### src/sv/ack_bitfield_retransmit_tracker_macros.svh
// ----------------------------------------------------------------------------
// Assertion macros for the acknowledgement retransmit tracker
// Helpers for concurrent checks with a shared clock and reset.
// ----------------------------------------------------------------------------
`ifndef ACK_BITFIELD_RETRANSMIT_TRACKER_MACROS_SVH
`define ACK_BITFIELD_RETRANSMIT_TRACKER_MACROS_SVH

// The consequent must hold in the same cycle as the antecedent.
`define ABRT_ASSERT_SAME(label, clk, rst, ante, cons) \
  label: assert property (@(posedge clk) disable iff (rst) (ante) |-> (cons)) \
    else $error("abrt: same-cycle check failed");

// The consequent must hold in the cycle after the antecedent.
`define ABRT_ASSERT_NEXT(label, clk, rst, ante, cons) \
  label: assert property (@(posedge clk) disable iff (rst) (ante) |=> (cons)) \
    else $error("abrt: next-cycle check failed");

`endif

### src/sv/abrt_pkg.sv
// ----------------------------------------------------------------------------
// Acknowledgement retransmit tracker package
// Shared types, codes and fixed widths.
// ----------------------------------------------------------------------------
package abrt_pkg;

  localparam int unsigned SEQ_W   = 8;
  localparam int unsigned BITS_W  = 16;
  localparam int unsigned TIME_W  = 32;
  localparam int unsigned WAIT_W  = 16;
  localparam int unsigned SLOT_W  = 4;
  localparam int unsigned COUNT_W = 5;

  localparam logic [WAIT_W-1:0] RESEND_WAIT_RESET = 16'd80;

  typedef enum logic [1:0] {
    OP_INSERT = 2'd0,
    OP_ACK    = 2'd1,
    OP_TICK   = 2'd2,
    OP_RETAG  = 2'd3
  } op_t;

  typedef enum logic [2:0] {
    KIND_STORED    = 3'd0,
    KIND_FULL      = 3'd1,
    KIND_ACKED     = 3'd2,
    KIND_RESEND    = 3'd3,
    KIND_TICK_DONE = 3'd4
  } kind_t;

  typedef enum logic [2:0] {
    S_IDLE,
    S_READ,
    S_EVAL,
    S_FINAL,
    S_RETAG
  } state_t;

  typedef struct packed {
    logic ready;
    logic capture;
    logic step;
    logic store;
    logic clear;
    logic resend;
    logic finish;
    logic retag;
  } ctl_cmd_t;

  typedef struct packed {
    op_t  in_op;
    op_t  op;
    logic hit;
    logic last_entry;
    logic out_free;
  } ctl_sts_t;

endpackage

### src/sv/abrt_item_if.sv
// ----------------------------------------------------------------------------
// Request channel
// Valid/ready channel carrying one tracker request.
// ----------------------------------------------------------------------------
interface abrt_item_if;

  logic                          valid;
  logic                          ready;
  logic [1:0]                    operation;
  logic [abrt_pkg::SEQ_W-1:0]    seq_num;
  logic [abrt_pkg::SEQ_W-1:0]    ack_ref;
  logic [abrt_pkg::BITS_W-1:0]   ack_bits;
  logic [abrt_pkg::TIME_W-1:0]   now_ms;
  logic [abrt_pkg::SLOT_W-1:0]   slot;

  modport source (
    output valid, operation, seq_num, ack_ref, ack_bits, now_ms, slot,
    input  ready
  );

  modport sink (
    input  valid, operation, seq_num, ack_ref, ack_bits, now_ms, slot,
    output ready
  );

endinterface

### src/sv/abrt_result_if.sv
// ----------------------------------------------------------------------------
// Result channel
// Valid/ready channel carrying one tracker result.
// ----------------------------------------------------------------------------
interface abrt_result_if;

  logic                           valid;
  logic                           ready;
  logic [2:0]                     kind;
  logic [abrt_pkg::SLOT_W-1:0]    slot_out;
  logic [abrt_pkg::SEQ_W-1:0]     seq_out;
  logic [abrt_pkg::COUNT_W-1:0]   removed_count;
  logic                           last;

  modport source (
    output valid, kind, slot_out, seq_out, removed_count, last,
    input  ready
  );

  modport sink (
    input  valid, kind, slot_out, seq_out, removed_count, last,
    output ready
  );

endinterface

### src/sv/abrt_ctrl.sv
// ----------------------------------------------------------------------------
// Tracker controller
// Sequences the entry scan for each request and issues datapath commands.
// ----------------------------------------------------------------------------
module abrt_ctrl (
  input  logic                clk,
  input  logic                rst,
  input  logic                in_valid,
  input  abrt_pkg::ctl_sts_t  sts,
  output abrt_pkg::ctl_cmd_t  cmd
);

  abrt_pkg::state_t state;
  abrt_pkg::state_t state_next;

  always_ff @(posedge clk) begin
    if (rst) begin
      state <= abrt_pkg::S_IDLE;
    end else begin
      state <= state_next;
    end
  end

  always_comb begin
    cmd        = '0;
    state_next = state;
    case (state)
      abrt_pkg::S_IDLE: begin
        cmd.ready = !rst;
        if (in_valid && !rst) begin
          cmd.capture = 1'b1;
          if (sts.in_op == abrt_pkg::OP_RETAG) begin
            state_next = abrt_pkg::S_RETAG;
          end else begin
            state_next = abrt_pkg::S_READ;
          end
        end
      end
      abrt_pkg::S_READ: begin
        state_next = abrt_pkg::S_EVAL;
      end
      abrt_pkg::S_EVAL: begin
        case (sts.op)
          abrt_pkg::OP_INSERT: begin
            if (sts.hit) begin
              if (sts.out_free) begin
                cmd.store  = 1'b1;
                state_next = abrt_pkg::S_IDLE;
              end
            end else if (sts.last_entry) begin
              state_next = abrt_pkg::S_FINAL;
            end else begin
              cmd.step   = 1'b1;
              state_next = abrt_pkg::S_READ;
            end
          end
          abrt_pkg::OP_ACK: begin
            cmd.clear = sts.hit;
            if (sts.last_entry) begin
              state_next = abrt_pkg::S_FINAL;
            end else begin
              cmd.step   = 1'b1;
              state_next = abrt_pkg::S_READ;
            end
          end
          abrt_pkg::OP_TICK: begin
            if (!sts.hit || sts.out_free) begin
              cmd.resend = sts.hit;
              if (sts.last_entry) begin
                state_next = abrt_pkg::S_FINAL;
              end else begin
                cmd.step   = 1'b1;
                state_next = abrt_pkg::S_READ;
              end
            end
          end
          default: begin
            state_next = abrt_pkg::S_IDLE;
          end
        endcase
      end
      abrt_pkg::S_FINAL: begin
        if (sts.out_free) begin
          cmd.finish = 1'b1;
          state_next = abrt_pkg::S_IDLE;
        end
      end
      abrt_pkg::S_RETAG: begin
        cmd.retag  = 1'b1;
        state_next = abrt_pkg::S_IDLE;
      end
      default: begin
        state_next = abrt_pkg::S_IDLE;
      end
    endcase
  end

endmodule

### src/sv/abrt_datapath.sv
// ----------------------------------------------------------------------------
// Tracker datapath
// Entry table, scan index, match logic, resend timer and result register.
// ----------------------------------------------------------------------------
module abrt_datapath #(
  parameter int unsigned TABLE_DEPTH = 16
) (
  input  logic                          clk,
  input  logic                          rst,
  input  logic                          cfg_wr_en,
  input  logic [abrt_pkg::WAIT_W-1:0]   cfg_wr_data,
  abrt_item_if.sink                     item,
  abrt_result_if.source                 result,
  input  abrt_pkg::ctl_cmd_t            cmd,
  output abrt_pkg::ctl_sts_t            sts
);

  localparam int unsigned IW = (TABLE_DEPTH > 1) ? $clog2(TABLE_DEPTH) : 1;

  logic [abrt_pkg::WAIT_W-1:0]  resend_wait_ms;
  logic [TABLE_DEPTH-1:0]       valid;
  logic [IW-1:0]                idx;
  logic [abrt_pkg::COUNT_W-1:0] count;

  abrt_pkg::op_t                cap_op;
  logic [abrt_pkg::SEQ_W-1:0]   cap_seq;
  logic [abrt_pkg::SEQ_W-1:0]   cap_ref;
  logic [abrt_pkg::BITS_W-1:0]  cap_bits;
  logic [abrt_pkg::TIME_W-1:0]  cap_now;
  logic [abrt_pkg::SLOT_W-1:0]  cap_slot;

  logic [abrt_pkg::SEQ_W-1:0]   mem_seq   [TABLE_DEPTH];
  logic [abrt_pkg::SEQ_W-1:0]   mem_tag   [TABLE_DEPTH];
  logic [abrt_pkg::TIME_W-1:0]  mem_timer [TABLE_DEPTH];
  logic [abrt_pkg::SEQ_W-1:0]   rd_seq;
  logic [abrt_pkg::SEQ_W-1:0]   rd_tag;
  logic [abrt_pkg::TIME_W-1:0]  rd_timer;

  logic [IW-1:0]                slot_idx;
  logic                         retag_ok;
  logic                         tag_we;
  logic [IW-1:0]                tag_addr;
  logic [abrt_pkg::SEQ_W-1:0]   distance;
  logic [3:0]                   bit_sel;
  logic                         ack_match;
  logic [abrt_pkg::TIME_W-1:0]  elapsed;
  logic                         due;
  logic                         hit;
  logic                         load;

  assign item.ready = cmd.ready;

  always_ff @(posedge clk) begin
    if (rst) begin
      resend_wait_ms <= abrt_pkg::RESEND_WAIT_RESET;
    end else if (cfg_wr_en) begin
      resend_wait_ms <= cfg_wr_data;
    end
  end

  always_ff @(posedge clk) begin
    if (cmd.capture) begin
      cap_op   <= abrt_pkg::op_t'(item.operation);
      cap_seq  <= item.seq_num;
      cap_ref  <= item.ack_ref;
      cap_bits <= item.ack_bits;
      cap_now  <= item.now_ms;
      cap_slot <= item.slot;
    end
  end

  always_ff @(posedge clk) begin
    if (rst) begin
      idx   <= '0;
      count <= '0;
    end else begin
      if (cmd.capture) begin
        idx <= '0;
      end else if (cmd.step) begin
        idx <= idx + 1'b1;
      end
      if (cmd.capture) begin
        count <= '0;
      end else if (cmd.clear) begin
        count <= count + 1'b1;
      end
    end
  end

  assign slot_idx = IW'(cap_slot);
  assign retag_ok = (32'(cap_slot) < 32'(TABLE_DEPTH)) && valid[slot_idx];
  assign tag_we   = cmd.store || (cmd.retag && retag_ok);
  assign tag_addr = cmd.retag ? slot_idx : idx;

  always_ff @(posedge clk) begin
    if (rst) begin
      valid <= '0;
    end else if (cmd.store) begin
      valid[idx] <= 1'b1;
    end else if (cmd.clear) begin
      valid[idx] <= 1'b0;
    end
  end

  always_ff @(posedge clk) begin
    if (cmd.store) begin
      mem_seq[idx] <= cap_seq;
    end
    rd_seq <= mem_seq[idx];
  end

  always_ff @(posedge clk) begin
    if (tag_we) begin
      mem_tag[tag_addr] <= cap_seq;
    end
    rd_tag <= mem_tag[idx];
  end

  always_ff @(posedge clk) begin
    if (cmd.store || cmd.resend) begin
      mem_timer[idx] <= cap_now;
    end
    rd_timer <= mem_timer[idx];
  end

  // Flag bit 15 - d is the same as bit ~d over four bits.
  assign distance  = cap_ref - rd_tag;
  assign bit_sel   = ~distance[3:0];
  assign ack_match = (distance == '0) || ((distance[7:4] == 4'd0) && cap_bits[bit_sel]);
  assign elapsed   = cap_now - rd_timer;
  assign due       = elapsed >= {16'd0, resend_wait_ms};

  always_comb begin
    case (cap_op)
      abrt_pkg::OP_INSERT: hit = !valid[idx];
      abrt_pkg::OP_ACK:    hit = valid[idx] && ack_match;
      abrt_pkg::OP_TICK:   hit = valid[idx] && due;
      default:             hit = 1'b0;
    endcase
  end

  assign sts.in_op      = abrt_pkg::op_t'(item.operation);
  assign sts.op         = cap_op;
  assign sts.hit        = hit;
  assign sts.last_entry = (idx == IW'(TABLE_DEPTH - 1));
  assign sts.out_free   = !result.valid || result.ready;

  assign load = cmd.store || cmd.resend || cmd.finish;

  always_ff @(posedge clk) begin
    if (rst) begin
      result.valid <= 1'b0;
    end else if (load) begin
      result.valid <= 1'b1;
    end else if (result.ready) begin
      result.valid <= 1'b0;
    end
  end

  always_ff @(posedge clk) begin
    if (load) begin
      result.slot_out      <= '0;
      result.seq_out       <= '0;
      result.removed_count <= '0;
      result.last          <= 1'b1;
      if (cmd.store) begin
        result.kind     <= abrt_pkg::KIND_STORED;
        result.slot_out <= abrt_pkg::SLOT_W'(idx);
      end else if (cmd.resend) begin
        result.kind     <= abrt_pkg::KIND_RESEND;
        result.slot_out <= abrt_pkg::SLOT_W'(idx);
        result.seq_out  <= rd_seq;
        result.last     <= 1'b0;
      end else begin
        case (cap_op)
          abrt_pkg::OP_INSERT: result.kind <= abrt_pkg::KIND_FULL;
          abrt_pkg::OP_ACK: begin
            result.kind          <= abrt_pkg::KIND_ACKED;
            result.removed_count <= count;
          end
          default: result.kind <= abrt_pkg::KIND_TICK_DONE;
        endcase
      end
    end
  end

endmodule

### src/sv/ack_bitfield_retransmit_tracker.sv
// ----------------------------------------------------------------------------
// Acknowledgement bitfield retransmit tracker
// Keeps unacknowledged packets in a table, removes acknowledged ones and
// requests resends when their timers run out.
// ----------------------------------------------------------------------------
// Channel   Dir  Carries
// item      in   operation, seq_num, ack_ref, ack_bits, now_ms, slot
// result    out  kind, slot_out, seq_out, removed_count, last
// cfg_wr    in   resend_wait_ms (write only)
//
// Each entry visited is read at the scan index in S_READ, then evaluated and
// updated in S_EVAL. Ack and tick visit every entry, insert stops at the first
// free one; results wait for a free output. One request is in work at a time; a
// finished result may wait in the output register while the next request is
// taken. Reset clears the valid bits and sets the wait to 80 ms.
// ----------------------------------------------------------------------------
`include "ack_bitfield_retransmit_tracker_macros.svh"

module ack_bitfield_retransmit_tracker #(
  parameter int unsigned TABLE_DEPTH = 16
) (
  input  logic                          clk,
  input  logic                          rst,
  input  logic                          cfg_wr_en,
  input  logic [abrt_pkg::WAIT_W-1:0]   cfg_wr_data,
  abrt_item_if.sink                     item,
  abrt_result_if.source                 result
);

  abrt_pkg::ctl_cmd_t cmd;
  abrt_pkg::ctl_sts_t sts;
  logic               res_is_resend;
  logic               res_is_ack;
  logic               res_ack_clean;

  abrt_ctrl u_ctrl (
    .clk      (clk),
    .rst      (rst),
    .in_valid (item.valid),
    .sts      (sts),
    .cmd      (cmd)
  );

  abrt_datapath #(
    .TABLE_DEPTH (TABLE_DEPTH)
  ) u_datapath (
    .clk         (clk),
    .rst         (rst),
    .cfg_wr_en   (cfg_wr_en),
    .cfg_wr_data (cfg_wr_data),
    .item        (item),
    .result      (result),
    .cmd         (cmd),
    .sts         (sts)
  );

  assign res_is_resend = (result.kind == abrt_pkg::KIND_RESEND);
  assign res_is_ack    = (result.kind == abrt_pkg::KIND_ACKED);
  assign res_ack_clean = (result.slot_out == '0) && (result.seq_out == '0);

  `ABRT_ASSERT_SAME(a_last_by_kind, clk, rst, result.valid, result.last == !res_is_resend)
  `ABRT_ASSERT_NEXT(a_busy_after_take, clk, rst, item.valid && item.ready, !item.ready)
  `ABRT_ASSERT_SAME(a_ack_fields, clk, rst, result.valid && res_is_ack, res_ack_clean)

endmodule

### src/flat_wrapper.sv
// flat-port wrapper written by rule: the top's interface ports become plain ports
module ack_bitfield_retransmit_tracker_flat 
#(
  parameter int unsigned TABLE_DEPTH = 16
)
  (clk, rst, cfg_wr_en, cfg_wr_data, item_valid, item_operation, item_seq_num, item_ack_ref, item_ack_bits, item_now_ms, item_slot, item_ready, result_valid, result_kind, result_slot_out, result_seq_out, result_removed_count, result_last, result_ready);
  abrt_item_if item_i ();
  abrt_result_if result_i ();
  input  logic clk;
  input  logic rst;
  input  logic cfg_wr_en;
  input  logic [abrt_pkg::WAIT_W-1:0] cfg_wr_data;
  input wire logic [$bits(item_i.valid)-1:0] item_valid;
  input wire logic [$bits(item_i.operation)-1:0] item_operation;
  input wire logic [$bits(item_i.seq_num)-1:0] item_seq_num;
  input wire logic [$bits(item_i.ack_ref)-1:0] item_ack_ref;
  input wire logic [$bits(item_i.ack_bits)-1:0] item_ack_bits;
  input wire logic [$bits(item_i.now_ms)-1:0] item_now_ms;
  input wire logic [$bits(item_i.slot)-1:0] item_slot;
  output wire logic [$bits(item_i.ready)-1:0] item_ready;
  output wire logic [$bits(result_i.valid)-1:0] result_valid;
  output wire logic [$bits(result_i.kind)-1:0] result_kind;
  output wire logic [$bits(result_i.slot_out)-1:0] result_slot_out;
  output wire logic [$bits(result_i.seq_out)-1:0] result_seq_out;
  output wire logic [$bits(result_i.removed_count)-1:0] result_removed_count;
  output wire logic [$bits(result_i.last)-1:0] result_last;
  input wire logic [$bits(result_i.ready)-1:0] result_ready;
  assign item_i.valid = item_valid;
  assign item_i.operation = item_operation;
  assign item_i.seq_num = item_seq_num;
  assign item_i.ack_ref = item_ack_ref;
  assign item_i.ack_bits = item_ack_bits;
  assign item_i.now_ms = item_now_ms;
  assign item_i.slot = item_slot;
  assign item_ready = item_i.ready;
  assign result_valid = result_i.valid;
  assign result_kind = result_i.kind;
  assign result_slot_out = result_i.slot_out;
  assign result_seq_out = result_i.seq_out;
  assign result_removed_count = result_i.removed_count;
  assign result_last = result_i.last;
  assign result_i.ready = result_ready;
  ack_bitfield_retransmit_tracker #(.TABLE_DEPTH(TABLE_DEPTH)) u_core (.clk(clk), .rst(rst), .cfg_wr_en(cfg_wr_en), .cfg_wr_data(cfg_wr_data), .item(item_i), .result(result_i));
endmodule
### config.mk
export PLATFORM = sky130hd
export DESIGN_NAME = ack_bitfield_retransmit_tracker_flat
export DESIGN_NICKNAME = d
export VERILOG_FILES = /design/src/sv/abrt_pkg.sv /design/src/sv/abrt_item_if.sv /design/src/sv/abrt_result_if.sv /design/src/sv/abrt_ctrl.sv /design/src/sv/abrt_datapath.sv /design/src/sv/ack_bitfield_retransmit_tracker.sv /design/src/flat_wrapper.sv
export VERILOG_INCLUDE_DIRS = /design/src /design/src/sv
export SDC_FILE = /design/constraint.sdc
export NUM_CORES = 1
export LEC_CHECK = 0
export BUFFER_PORTS_ARGS = -buffer_cell sky130_fd_sc_hd__buf_4
export CELL_PAD_IN_SITES_DETAIL_PLACEMENT = 1
export CELL_PAD_IN_SITES_GLOBAL_PLACEMENT = 1
export CORE_ASPECT_RATIO = 0.75
export CORE_UTILIZATION = 40
export CTS_CLUSTER_SIZE = 40
export DETAILED_ROUTE_END_ITERATION = 10
export PLACE_DENSITY_LB_ADDON = 0.08
export SKIP_CTS_REPAIR_TIMING = 1
export SLEW_MARGIN = 20
export SYNTH_ARGS = -nofsm -noshare
export SYNTH_HDL_FRONTEND = slang
export SYNTH_SLANG_ARGS = --single-unit
### constraint.sdc
create_clock -name clk -period 10.2 [get_ports clk]
set_input_delay 0.51 -clock clk [delete_from_list [all_inputs] [get_ports clk]]
set_output_delay 0.51 -clock clk [all_outputs]
set_load 0.02 [all_outputs]
* Word-level counts from Yosys, hierarchy flattened
Memories as Yosys holds them, arrays and structs flattened. A register that Yosys moved wholly into a read port is not among the register bits.
Cells that the tools add are included.
** Word-level totals
- Register bits :: 136
- Bits in writable memories :: 768
- Output and inout bits :: 23
- Logic and storage cells :: 121
- Memories kept :: 3
** Memories
- u_core.u_datapath.mem_timer :: depth 16, width 32, read ports 1, clocked after memory_dff 1, wr ports 1, line abrt_datapath.sv:34 : logic [abrt_pkg::TIME_W-1:0] mem_timer [TABLE_DEPTH];
- u_core.u_datapath.mem_seq :: depth 16, width 8, read ports 1, clocked after memory_dff 1, wr ports 1, line abrt_datapath.sv:32 : logic [abrt_pkg::SEQ_W-1:0] mem_seq [TABLE_DEPTH];
- u_core.u_datapath.mem_tag :: depth 16, width 8, read ports 1, clocked after memory_dff 1, wr ports 1, line abrt_datapath.sv:33 : logic [abrt_pkg::SEQ_W-1:0] mem_tag [TABLE_DEPTH];
** Operators by class
- $add $sub $neg :: 4
- $lt $le $gt $ge :: 5
- Equal/unequal tests :: 10
- Muxes and demuxes :: 48
- Bitwise gates (word level) :: 6
- Reduce and logical (&&, ||, !) cells :: 27
** Operator list (count)
- greater-or-equal comparator 32 x 16 -> 1 bit :: 1
- two-way mux 16 bit :: 2
- subtractor 32 bit :: 1
- two-way mux 1 bit :: 25
- AND 16 bit :: 1
- two-way mux 4 bit :: 4
- inverter 16 bit :: 1
- bitwise OR 16 bit :: 1
- less-than comparator 4 x 5 -> 1 bit (second input constant) :: 3
- two-way mux 3 bit :: 5
- binary-select mux 1 bit (select 4 bit) :: 3
- one-hot mux 3 bit (4 select lines) :: 1
- one-hot mux 3 bit (3 select lines) :: 1
- zero test 8 bit :: 1
- subtractor 8 bit :: 1
- equality test 3 x 2 -> 1 bit (second input constant) :: 2
- logical AND 1 bit :: 6
- logical OR 1 bit :: 6
- two-way mux 2 bit :: 3
- one-hot mux 1 bit (3 select lines) :: 2
- one-hot mux 3 bit (2 select lines) :: 1
- OR reduction 2 bit :: 3
- adder 5 x 1 -> 5 bit (second input constant) :: 1
- adder 4 x 1 -> 4 bit (second input constant) :: 1
- other kinds (18) :: 24

* Logic depth before layout (Yosys ltp)
- Depth after elaboration :: 16
- Gate-level depth with buffers :: 22

* Cells and area by module
From an unflattened synthesis, not the netlist that was laid out.
** Second synthesis, totals
- Cells, all modules :: 1965
- Area total of the unflattened synthesis :: 37977.7 µm²
** By module, submodules not included
- abrt_datapath :: instances 1, cells an instance 1923, area each 37623.6 µm², seq. area each 27566.4 µm²
- abrt_ctrl :: instances 1, cells an instance 42, area each 354.1 µm², seq. area each 60.1 µm²

* Worst setup path after synthesis
Ideal clock, no wire load.
- Kind :: register to register
- Start :: reg u_core.u_datapath.cap_now[0] (netlist bit)
- End :: mem u_core.u_datapath.mem_timer[12][0] (netlist bit) (enable)
- Arrival :: 5412 ps
- Setup slack :: 4367 ps
- Cell stages (with the launch flop) :: 22
- Buffers on the path :: 1
- Period minus slack after synthesis :: 5833 ps
- Cells stage by stage :: edfxtp_1 > inv_1 > ha_1 > fa_1 > nor2b_1 > o2111ai_1 > a2111oi_0 > or2_2 > or2_2 > xor2_1 > ha_1 > nand4_1 > nor3_1 > o2111ai_1 > o2111a_1 > o211ai_1 > nor4_1 > nand4_4 > and3_4 > o21ai_2 > buf_4 > nor2_1
** On the way
- Cells in the longest elaborated chain, start to end :: 12
- Elaborated cells on any way between the ends :: 14
- Those cells by class :: add/sub (1); order compare (1); mux (8); reduce/logical (4)
** RTL lines
- start, declared :: line abrt_datapath.sv:29 : logic [abrt_pkg::TIME_W-1:0] cap_now;
- start signal, assigned :: line abrt_datapath.sv:67 : cap_now <= item.now_ms;
- subtractor 32 bit (*) :: line abrt_datapath.sv:130 : assign elapsed = cap_now - rd_timer;
- greater-or-equal comparator 32 x 16 -> 1 bit (*) :: line abrt_datapath.sv:131 : assign due = elapsed >= {16'd0, resend_wait_ms};
- logical AND 1 bit (*) :: line abrt_datapath.sv:137 : abrt_pkg::OP_TICK: hit = valid[idx] && due;
- one-hot mux 1 bit (3 select lines) (*) :: line abrt_datapath.sv:134 : case (cap_op)
- zero test 1 bit :: line abrt_ctrl.sv:67 : if (!sts.hit || sts.out_free) begin
- logical OR 1 bit :: line abrt_ctrl.sv:67
- two-way mux 1 bit :: line abrt_ctrl.sv:67
- two-way mux 1 bit :: line abrt_ctrl.sv:43 : case (sts.op)
- two-way mux 4 bit (*) :: line abrt_ctrl.sv:27 : case (state)
- logical OR 1 bit (*) :: line abrt_datapath.sv:120 : if (cmd.store || cmd.resend) begin
- two-way mux 1 bit (*) :: line abrt_datapath.sv:120
- two-way mux 1 bit (implied by the code) (*) :: line abrt_datapath.sv:121 : mem_timer[idx] <= cap_now;
- end, declared :: line abrt_datapath.sv:34
Mark *: on every way between the ends. The rest lies on a longest branch, timed or not.

* Worst setup path after layout
- Start :: reg u_core.u_datapath.cap_now[0] (netlist bit)
- End :: reg u_core.u_ctrl.state[1]
** On the way
- Cells in the longest elaborated chain, start to end :: 8
- Elaborated cells on any way between the ends :: 11
- Those cells by class :: add/sub (1); order compare (1); eq/ne (1); mux (4); reduce/logical (4)
** RTL lines
- subtractor 32 bit (*) :: line abrt_datapath.sv:130
- greater-or-equal comparator 32 x 16 -> 1 bit (*) :: line abrt_datapath.sv:131
- logical AND 1 bit (*) :: line abrt_datapath.sv:137
- one-hot mux 1 bit (3 select lines) (*) :: line abrt_datapath.sv:134
- branches (longest 4 deep; another with one-hot mux 3 bit (4 select lines))
- end signal, assigned :: line abrt_ctrl.sv:18 : state <= abrt_pkg::S_IDLE;
- end signal, assigned :: line abrt_ctrl.sv:20 : state <= state_next;
- end, declared :: line abrt_ctrl.sv:13 : abrt_pkg::state_t state;
Mark *: on every way between the ends.
A chain may end at the register's enable or synchronous reset.

==> results.md <==
- Run status: finished clean
- Measured slew at the worst slew-check pin: 1129 ps
- Fill cells: 8704
- Ranking of synthesized cells by area: edfxtp_1, mux4_2, dfxtp_1
- Die width: 359.4 um
- # rows: 97
- Storage cell area: 0.02764 mm2
- Nets: 2371
- Core Region: 0.09418 mm2
- Endpoint class of the critical path: register
- # placed instances: 3322
- Ports: 114
- Netlist cell types: 78
- DR pass1 iterations: 5
- Peak VDD IR: 0.0001119 V
- Crit path cell chain: inv_1 -> ha_1 -> fa_1 -> nor2b_1 -> o2111ai_1 -> a2111oi_1 -> or2_2 -> or2_2 -> xor2_1 -> ha_1 -> a21oi_1 -> a21boi_0 -> nor4_1 -> o211ai_1 -> or4b_1 -> a31o_1 -> nor4_1 -> nand4b_1 -> o41ai_1 -> mux2_2 -> o41ai_1
- # H-tree levels: 3
- Skew-Pair Late Insertion Delay: 660 ps
- Max_cap viols: 0
- Period utilization: 66.01%
- Routed WL: 94350 um
- Buf/Inv on CP: 1
- Die H: 270.0 um
- EDFF count, synth: 858
- Antenna fix cells: 0
- CTS tree: yes
- DRT antenna net count: 0
- Slowest Stage Delay on Critical Path: 910 ps
- Share of cells above drive strength 1: 25.60%
- Req. time, crit path: 10750 ps
- Initial drt markers: 1506
- CTS clk-pin slew, worst paths: 60 ps
- RSZ-0062 raised after global routing: false
- Crit start category: register
- Yosys top cell area share: 67.25%
- Clock Tree Buf Depth: 3
- FFs w/ async S/R, synth: 0%
- Post-synthesis sequential area ratio: 72.11%
- Syn Inst Count: 2025
- First-pass GRT wire length: 138600 um
- Initial antenna violation count: 4
- Max Slew Vio Count: 0
- Initial Util: 40.68%
- Top_reg_cell synth: edfxtp_1
- Syn Nets: 2182
- Kind of critical path: register to register
- Placer Congestion: 0.8017
- PD cells: 184.0 mW/mm2
- Top Family by Delay on Critical Path: compound AO/OA/AOI/OAI gates
- Port bufs: 112
- Clk sink count: 951
- Multi-input logic area: 0.01013 mm2
- Dpl hpwl: 56190 um
- CP max FO: 17
- Vias per cell: 5.548
- Hold Crit Class: primary input to register
- Yosys warning count: 0
- Area grow syn2layout: 15.77%
- Count of final hold-check violations: 0
- Total grt overflow: 0
- Static Leak: 14.36 nW
- Skew final: 21.65 ps
- Setup TNS: 0 ps
- Overall global routing resource usage: 19.46%
- Fin crit period: 6733 ps
- WP data arrival: 7290 ps
- Die Footprint: 0.09703 mm2
- Syn Std Cell Area: 0.03831 mm2
- Finished Layout Cells: 3534
- #FFs+latches synth: 951
- Max_slew headroom: 24.74%
- CTS buffer count: 95
- Vias in the first global route: 20530
- Synthesized area per cell: 18.92 um2
- Detailed-route DRC error count: 0
- Root buf cell: clkbuf_16
- Fmax: 148.5 MHz
- Vias: 19610
- Post-synth top area cell: edfxtp_1
- Number of setup violations in the final report: 0
- Largest net degree at the start of global routing: 137
- Per-cell routed wire length: 26.70 um
- Crit path max-delay cell type: a2111oi_1
## final cells by class
| cell class | count | share of cell area (%) |
|---|---|---|
| clock buffers | 132 | 5.949 |
| clock inverters | 48 | 1.343 |
| inverters | 91 | 0.7814 |
| multi-input cells | 898 | 22.85 |
| flip-flops and latches | 951 | 62.30 |
| well taps | 1237 | 3.489 |
| repair buffers | 177 | 3.284 |
## placed cells by master, fill, tap and decap left out, types with 7 or more instances in the layout
master / instances
nor3_1: 15
dfxtp_1: 90
mux4_2: 252
o21a_1: 37
and3_1: 8
mux2i_1: 22
and2_1: 15
o211ai_1: 9
edfxtp_1: 858
nor4_1: 7
nand3_1: 16
dlygate4sd3_1: 26
o21ai_0: 41
xnor2_1: 13
nor2_1: 93
nand2b_1: 13
nor2_4: 16
nand4_1: 15
ha_1: 64
inv_1: 88
clkbuf_16: 97
a21o_1: 7
a21oi_1: 50
xor2_1: 12
clkinv_1: 14
bufinv_16: 12
clkbuf_8: 8
clkinv_2: 14
or3_1: 8
buf_4: 144
nand2_1: 73
clkbuf_1: 27
## Yosys cell counts (all sizes together), types with 15 or more instances
library cell	count
inv	90
and2	15
nor3	15
buf	32
mux2i	22
nor2	112
nand2	73
nand3	18
a21oi	50
nand4	18
clkbuf	53
mux4	252
ha	64
dfxtp	93
o21ai	43
o21a	37
edfxtp	858
## worst paths after layout
kind         cells past startpoint                                 from  slack, ps                                  end
max                             21         u_core.u_datapath.cap_now[0]       3470               u_core.u_ctrl.state[1]
min                              1                      item_ack_ref[6]         40         u_core.u_datapath.cap_ref[6]
max reg2reg                     21         u_core.u_datapath.cap_now[0]       3470               u_core.u_ctrl.state[1]
min reg2reg                      2  u_core.u_datapath.resend_wait_ms[4]        500  u_core.u_datapath.resend_wait_ms[4]
## metal layers
metal	global-route usage, %	part of all wire [%]	vias up
li1	-	-	8574
met1	30.23	50	10480
met2	28.87	44	430
met3	2.958	4.4	121
met4	4.281	1.8	0
met5	0	0	-
## report_power, final
group | leakage (nW) | total, mW | internal, mW | switching [mW]
Combinational | 4.29 | 0.241 | 0.104 | 0.137
Sequential | 8.49 | 4.31 | 4.26 | 0.0466
Clock | 1.58 | 3.61 | 2.12 | 1.49
Total | 14.4 | 8.16 | 6.49 | 1.67
## state kept, by name (all words and copies together), names as in the netlist, 4 cells and up, named ones only
name                                    cells
u_core.u_datapath.mem_timer               512
u_core.u_datapath.cap_seq                   8
u_core.u_datapath.cap_bits                 15
u_core.u_datapath.resend_wait_ms           16
u_core.u_datapath.rd_seq                    8
u_core.u_datapath.idx                       4
u_core.u_datapath.mem_tag                 128
u_core.u_datapath.cap_now                  32
u_core.u_datapath.cap_ref                   8
u_core.u_datapath.result.slot_out           4
u_core.u_datapath.rd_tag                    8
u_core.u_datapath.count                     5
u_core.u_datapath.mem_seq                 128
u_core.u_datapath.cap_slot                  4
u_core.u_datapath.rd_timer                 32
u_core.u_datapath.result.seq_out            8
u_core.u_datapath.result.removed_count      5
## kinds of logic after synthesis
logic type | share of synthesized area (%)
buf+inv | 1.803
compound gates | 3.762
fa+ha+maj | 2.195
xor+xnor | 0.5715
simple gates | 4.053
flops | 72.11
mux | 15.51
## metrics by stage
step | total power, mW | hold slack, ps | setup WS, ps | cell area, um2 | util (%)
floorplan | 4.507 | 453.6 | 4367 | 38310 | -
global placement | 4.612 | 465.1 | 3255 | 40760 | 43.28
detailed placement | 4.620 | 481.8 | 3203 | 40760 | 43.28
CTS | 8.246 | -23.75 | 3179 | 43990 | 46.71
global route | 8.412 | 1.550 | 3013 | 44360 | 47.10
finish | 8.160 | 35.02 | 3467 | 44360 | 47.10
Note: power is estimated with default switching activity, not from simulation.
